### src/bdm_pkg.sv
package bdm_pkg;

  localparam int WORD_W   = 64;
  localparam int IN_WORDS = 4;
  localparam int INDEX_W  = 6;
  localparam int MEDIAN_W = 9;
  localparam int POP_W    = 7;

  typedef struct packed {
    logic calc;
    logic count;
    logic merge;
    logic rotate;
  } cell_ctrl_t;

  function automatic logic [POP_W-1:0] pop64(input logic [WORD_W-1:0] v);
    logic [WORD_W-1:0] x;
    x = v - ((v >> 1) & 64'h5555555555555555);
    x = (x & 64'h3333333333333333) + ((x >> 2) & 64'h3333333333333333);
    x = (x + (x >> 4)) & 64'h0F0F0F0F0F0F0F0F;
    x = x + (x >> 8);
    x = x + (x >> 16);
    x = x + (x >> 32);
    return x[POP_W-1:0];
  endfunction

endpackage

### src/bdm_cell.sv
module bdm_cell #(
  parameter int DESC_WORDS = 4,
  parameter int MAX_DESC   = 64
) (
  input  logic                                               clk,
  input  bdm_pkg::cell_ctrl_t                                ctrl,
  input  logic                                               wr_en,
  input  logic [DESC_WORDS*bdm_pkg::WORD_W-1:0]              load_data,
  input  logic [DESC_WORDS*bdm_pkg::WORD_W-1:0]              cand,
  input  logic [DESC_WORDS*bdm_pkg::WORD_W-1:0]              nb_desc,
  input  logic [$clog2(DESC_WORDS*bdm_pkg::WORD_W+1)-1:0]    nb_ring,
  input  logic [$clog2(DESC_WORDS*bdm_pkg::WORD_W+1)-1:0]    nb_merge,
  input  logic [$clog2(MAX_DESC+1)-1:0]                      k,
  output logic [DESC_WORDS*bdm_pkg::WORD_W-1:0]              desc,
  output logic [$clog2(DESC_WORDS*bdm_pkg::WORD_W+1)-1:0]    ring,
  output logic [$clog2(DESC_WORDS*bdm_pkg::WORD_W+1)-1:0]    merge
);
  import bdm_pkg::*;

  localparam int DESC_W = DESC_WORDS * WORD_W;
  localparam int DIST_W = $clog2(DESC_W + 1);
  localparam int CNT_W  = $clog2(MAX_DESC + 1);

  logic [DIST_W-1:0] d;
  logic [DIST_W-1:0] dist_now;
  logic [CNT_W-1:0]  lt;
  logic [CNT_W-1:0]  le;
  logic              q;

  always_comb begin
    dist_now = '0;
    for (int w = 0; w < DESC_WORDS; w++) begin
      dist_now = dist_now + DIST_W'(pop64(desc[w*WORD_W +: WORD_W] ^ cand[w*WORD_W +: WORD_W]));
    end
  end

  assign q = (lt <= k) && (le > k);

  always_ff @(posedge clk) begin
    if (wr_en) begin
      desc <= load_data;
    end else if (ctrl.rotate) begin
      desc <= nb_desc;
    end
    if (ctrl.calc) begin
      d     <= dist_now;
      ring  <= dist_now;
      lt    <= '0;
      le    <= '0;
      merge <= '0;
    end else if (ctrl.count) begin
      lt   <= lt + CNT_W'(ring < d);
      le   <= le + CNT_W'(ring <= d);
      ring <= nb_ring;
    end else if (ctrl.merge) begin
      merge <= nb_merge | (q ? d : '0);
    end
  end

endmodule

### config.mk
export PLATFORM = sky130hd
export DESIGN_NAME = bdm_cell
export DESIGN_NICKNAME = d
export VERILOG_FILES = /design/src/bdm_pkg.sv /design/src/bdm_cell.sv
export SDC_FILE = /design/constraint.sdc
export NUM_CORES = 1
export LEC_CHECK = 0
export ABC_AREA = 1
export ABC_CLOCK_PERIOD_IN_PS = 14600
export BUFFER_PORTS_ARGS = -buffer_cell sky130_fd_sc_hd__buf_4
export CELL_PAD_IN_SITES_DETAIL_PLACEMENT = 0
export CELL_PAD_IN_SITES_GLOBAL_PLACEMENT = 1
export CORE_AREA = 2 2 413 415
export CTS_BUF_LIST = sky130_fd_sc_hd__clkbuf_8
export CTS_CLUSTER_DIAMETER = 50
export DETAILED_ROUTE_END_ITERATION = 6
export DIE_AREA = 0 0 415 417
export GPL_TIMING_DRIVEN = 1
export PLACE_DENSITY = 0.71
export SKIP_CTS_REPAIR_TIMING = 1
export SLEW_MARGIN = 20
export SYNTH_ARGS = -nofsm -noshare
export SYNTH_HDL_FRONTEND = slang
export SYNTH_SLANG_ARGS = --single-unit
### constraint.sdc
create_clock -name clk -period 14.6 [get_ports clk]
set_clock_uncertainty 0.15 [all_clocks]
set_input_delay 2.92 -clock clk [delete_from_list [all_inputs] [get_ports clk]]
set_output_delay 2.92 -clock clk [all_outputs]
set_load 0.01 [all_outputs]
---- After elaboration in Yosys (flattened, before gate mapping) ----
Cells that the tools add are included.
storage, ports and cells
  flip-flop bits (word level) ............. 297
  input bits .............................. 799
operators by class
  $add $sub $neg .......................... 29
  order comparisons ....................... 4
  muxes and demuxes ....................... 5
  bitwise gates (word level) .............. 6
  reductions and logical operators ........ 4
operator list
  kind               count
  $mux 256           2
  $sub 64x63->64     4
  $xor 64x64->64     4
  $add 62x62->63     4
  $add 60x59->60     4
  $add 52x52->53     4
  $add 39x37->39     4
  $add 7x7->7        4
  $mux 9             3
  $add 7x1->7        2
  $add 8x7->9        1
  $add 9x7->9        1
  $le 9x9->1         1
  $lt 9x9->1         1
  $or 9x9->9         1
  $add 7x7->8        1
  $gt 7x7->1         1
  $le 7x7->1         1
  $reduce_bool 2->1  2
  $reduce_and 2->1   1
  $logic_and 1x1->1  1
  $not 1->1          1

---- Depth between registers and ports, before layout ----
  depth in word-level cells ............... 11
  depth in mapped cells ................... 48

---- Worst setup path before layout ----
OpenSTA, ideal clock, no wires.
  kind .................................... input to register
  start ................................... input cand[241] (netlist name)
  end ..................................... register ring[7] (netlist name) (data pin)
  library setup time ...................... 253 ps
  arrival time ............................ 9,954 ps
  required time ........................... 14,197 ps
  setup slack ............................. 4,243 ps
  stages on the path ...................... 41
  path through ............................ xor2_1 > inv_1 > ha_1 > inv_1 > nor2_1 > nand2_1 > nor2_1 > inv_1 > nor3_1 > nand2_1 > nand3_1 > nand2_1 > fa_1 > inv_1 > fa_1 > inv_1 > fa_1 > xor2_1 > [... 5 more ...] > inv_1 > ha_1 > a21oi_1 > nand2_1 > nand2_1 > nand2_1 > fa_1 > fa_1 > inv_1 > ha_1 > nand2_1 > o21ai_0 > a21oi_1 > nor2_1 > nor2_1 > xor2_1 > nand2_1 > nand2_1
between the ends
  word-level cells in the longest chain between the ends .. 9
ends and longest elaborated chain
  element                line            source
  start, declared        bdm_cell.sv:9   input logic [DESC_WORDS*bdm_pkg::WORD_W-1:0] cand,
  $xor 64x64->64         bdm_cell.sv:33  dist_now = dist_now + DIST_W'(pop64(desc[w*WORD_W +: WORD_W] ^ cand[w*WORD_W +: WORD_W]));
  $sub 64x63->64         bdm_pkg.sv:18   x = v - ((v >> 1) & 64'h5555555555555555);
  $add 62x62->63         bdm_pkg.sv:19   x = (x & 64'h3333333333333333) + ((x >> 2) & 64'h3333333333333333);
  $add 60x59->60         bdm_pkg.sv:20   x = (x + (x >> 4)) & 64'h0F0F0F0F0F0F0F0F;
  $add 52x52->53         bdm_pkg.sv:21   x = x + (x >> 8);
  $add 39x37->39         bdm_pkg.sv:22   x = x + (x >> 16);
  $add 7x7->7            bdm_pkg.sv:23   x = x + (x >> 32);
  $add 9x7->9            bdm_cell.sv:33
  named net dist_now[7]  bdm_cell.sv:25  logic [DIST_W-1:0] dist_now;
  $mux 9                 bdm_cell.sv:45  if (ctrl.calc) begin
  end signal, assigned   bdm_cell.sv:47  ring <= dist_now;
  end signal, assigned   bdm_cell.sv:54  ring <= nb_ring;
  end, declared          bdm_cell.sv:15  output logic [$clog2(DESC_WORDS*bdm_pkg::WORD_W+1)-1:0] ring,
The timed path passes the listed nets, and every way through them passes these cells.
A chain may end at the register's enable or synchronous reset.

---- Worst setup path after layout ----
  start ................................... input cand[49] (netlist name)
  end ..................................... register ring[7] (netlist name) (data pin)
between the ends
  word-level cells in the longest chain between the ends .. 11
ends and longest elaborated chain
  element                line
  $xor 64x64->64         bdm_cell.sv:33
  $sub 64x63->64         bdm_pkg.sv:18
  $add 62x62->63         bdm_pkg.sv:19
  $add 60x59->60         bdm_pkg.sv:20
  $add 52x52->53         bdm_pkg.sv:21
  $add 39x37->39         bdm_pkg.sv:22
  $add 7x7->7            bdm_pkg.sv:23
  $add 7x7->8            bdm_cell.sv:33
  $add 8x7->9            bdm_cell.sv:33
  $add 9x7->9            bdm_cell.sv:33
  named net dist_now[7]  bdm_cell.sv:25
  $mux 9                 bdm_cell.sv:45
The timed path passes the listed nets, and every way through them passes these cells.

==> qor.csv <==
metric,value,unit
status,completed,
Hold/Removal Path Class,reg -> reg,
cells after synthesis,7344,
Ys Warns,0,
ys async rst share,0,%
Tmin final,11.25,ns
r2r startpoint,desc[49],
share of cells above drive strength 1,17.50,%
critical path class,in -> reg,
WL per Instance,17.88,um
hold wc startpoint,le[0],
CTS tree,built,
vias in the first global route,47373,
synth-to-layout area growth,25.67,%
Max Fclk,88.88,MHz
crit-path max FO,4,
sequential area share after synthesis,18.23,%
"most common cell after layout, fill and taps aside",nand2_1,
max-slew violations,0,
Final nets,10033,
GR Overflow Total,0,
Max Cap Violations,0,
core area,0.1685,mm2
Setup TNS,0,ns
Worst EP required,15.05,ns
initial cell density of the core,28.29,%
syn avg cell area,6.491,um2
Hold EP,le[0],
"Hold Vio Cnt, Final",0,
FF-to-FF path depth,39,
worst r2r dst,ring[7],
most frequent cells in the layout,"nand2_1 (2727), inv_1 (1473), buf_4 (1087)",
CP arrival,11.71,ns
CP peak stage delay,0.56,ns
Final period util,77.06,%
Die ar.,0.1731,mm2
Detailed Place HPWL,169.9,mm
Post-synth EDFFs,274,
Synth cell types,48,
GPL Wtd Cong,0.9754,
Fin Hold WS,0.3346,ns
clk_lat worst skew,0.86,ns
cell mode on critical path,inv_1,
relative slew slack,35.53,%
clk sinks,297,
Worst path slowest cell,fa_1,
Syn Nets,8935,
# IOs,1073,
Die H,417,um
Yosys reg bits,297,
R2R setup slack,5.17,ns
CP endpoint kind,register,
Placement Rows,151,
Total Routed Length,191.5,mm
port buffer count,1072,
first-pass GRT wire length,285.4,mm
Worst Hold Depth,2,
Num CTS Buffers,71,
initial antenna violation count,6,
CTS H-tree lvls,3,
CTS Root Cell,clkbuf_8,
Worst Max-Slew Pin Slew,0.9659,ns
GRT Util Overall,21.64,%
Clock Pin Slew Worst Setup and Hold Paths,0.06,ns
DR iter-0 viols,2756,
Die Width,415,um
vias per cell,4.447,
iteration count of the initial detailed-routing pass,6,
# DRC,0,
final setup fails,0,
RSZ-0062 raised after global routing,no,
Max clock buf depth,3,
Synth Cell Area,0.04767,mm2
Post-DRT Antenna Nets,0,
CP Launch Type,input port,
largest net degree at the start of global routing,73,
vias,47634,
top_reg_cell synth,edfxtp_1,
-- metal layers --
layer  vias to the layer above  GRT usage (%)  share of wire [%]
met5                         -              0              0.010
met4                         2          4.868                1.8
met3                       144          2.643                4.0
met2                      1031          39.02                 50
met1                     21821          27.33                 44
li1                      24636              -                  -
-- registers in the layout, summed over array words and instances (netlist names) --
register  count
merge         9
desc        256
ring          9
le            7
lt            7
d             9
-- per-stage QoR --
stage	instance area, um2	std cells	util (%)	setup slack, ns
2_1_floorplan	47670	7344	-	4.243
3_3_place_gp	58390	10587	34.65	2.285
3_5_place_dp	58400	10587	34.65	2.362
4_1_cts	59900	10708	35.54	3.283
5_1_grt	59910	10710	35.55	2.534
6_report	59910	10711	35.55	3.349
-- synthesized netlist by cell type (2+ instances only) --
| master | count | share of area [%] |
|---|---|---|
| a211oi_1 | 2 | 0.031 |
| a21boi_0 | 15 | 0.24 |
| a21o_1 | 9 | 0.14 |
| a21oi_1 | 295 | 3.1 |
| a21oi_2 | 13 | 0.24 |
| a31oi_1 | 7 | 0.092 |
| and2_1 | 6 | 0.079 |
| buf_1 | 3 | 0.024 |
| clkbuf_1 | 59 | 0.46 |
| clkinv_1 | 3 | 0.024 |
| dfxtp_1 | 23 | 0.97 |
| edfxtp_1 | 274 | 17 |
| fa_1 | 138 | 5.8 |
| ha_1 | 654 | 17 |
| inv_1 | 1454 | 11 |
| inv_2 | 36 | 0.28 |
| nand2_1 | 2727 | 21 |
| nand2_2 | 88 | 1.2 |
| nand2_4 | 10 | 0.24 |
| nand3_1 | 358 | 3.8 |
| nand3_2 | 25 | 0.52 |
| nand3b_1 | 8 | 0.13 |
| nand3b_2 | 2 | 0.047 |
| nand4_1 | 37 | 0.49 |
| nor2_1 | 360 | 2.8 |
| nor2_2 | 76 | 1.0 |
| nor2_4 | 4 | 0.094 |
| nor3_1 | 33 | 0.35 |
| nor3_2 | 18 | 0.38 |
| nor3b_1 | 2 | 0.031 |
| nor4_1 | 6 | 0.079 |
| o211ai_1 | 10 | 0.16 |
| o21a_1 | 4 | 0.063 |
| o21ai_0 | 113 | 1.2 |
| o21ai_1 | 9 | 0.094 |
| o21ai_2 | 7 | 0.13 |
| o21bai_1 | 32 | 0.50 |
| or2_1 | 8 | 0.10 |
| or2_2 | 8 | 0.10 |
| xnor2_1 | 132 | 2.4 |
| xnor2_2 | 16 | 0.55 |
| xor2_1 | 254 | 4.7 |
-- cell families after synthesis --
logic type	synth area share (%)
AO/OA/AOI/OAI	6.066
XOR/XNOR	7.638
adder cells (fa/ha/maj)	22.96
buffers and inverters	12.25
flip-flops	18.23
AND/OR/NAND/NOR	32.86
-- layout make-up --
| type | count | area [um2] |
|---|---|---|
| sequential | 297 | 8688 |
| antenna | 3 | 7.507 |
| inverter | 1493 | 5612 |
| multi-input combinational | 5491 | 33150 |
| timing repair buffer | 1088 | 8175 |
| clock inverter | 50 | 521.8 |
| tap | 2218 | 2775 |
| fill | 18448 | 108600 |
| clock buffer | 71 | 977.2 |
-- how the worst max path moves through the flow --
| stage | start | end | slack, ns | depth (start not counted) |
|---|---|---|---|---|
| 6_report | cand[49] | ring[7] | 3.35 | 40 |
| 5_1_grt | cand[49] | ring[7] | 2.53 | 40 |
| 4_1_cts | cand[49] | ring[7] | 3.28 | 40 |
| 3_5_place_dp | cand[49] | ring[7] | 2.36 | 40 |
| 3_3_place_gp | cand[49] | ring[7] | 2.28 | 40 |
| 2_1_floorplan | cand[241] | ring[7] | 4.24 | 41 |
-- worst max-delay path, delay by kind of cell --
family	cells	cell delay (ns)
buffers and inverters	9	1.02
and+or+nand+nor	13	1.63
xor gates and xnor gates	5	1.25
adders and majority gates	9	4.06
AOI/OAI and AO/OA	4	0.79
Power is left out: the tool's default activity adds up to more than one toggle a clock period on the data nets, which glitch-free logic cannot reach.
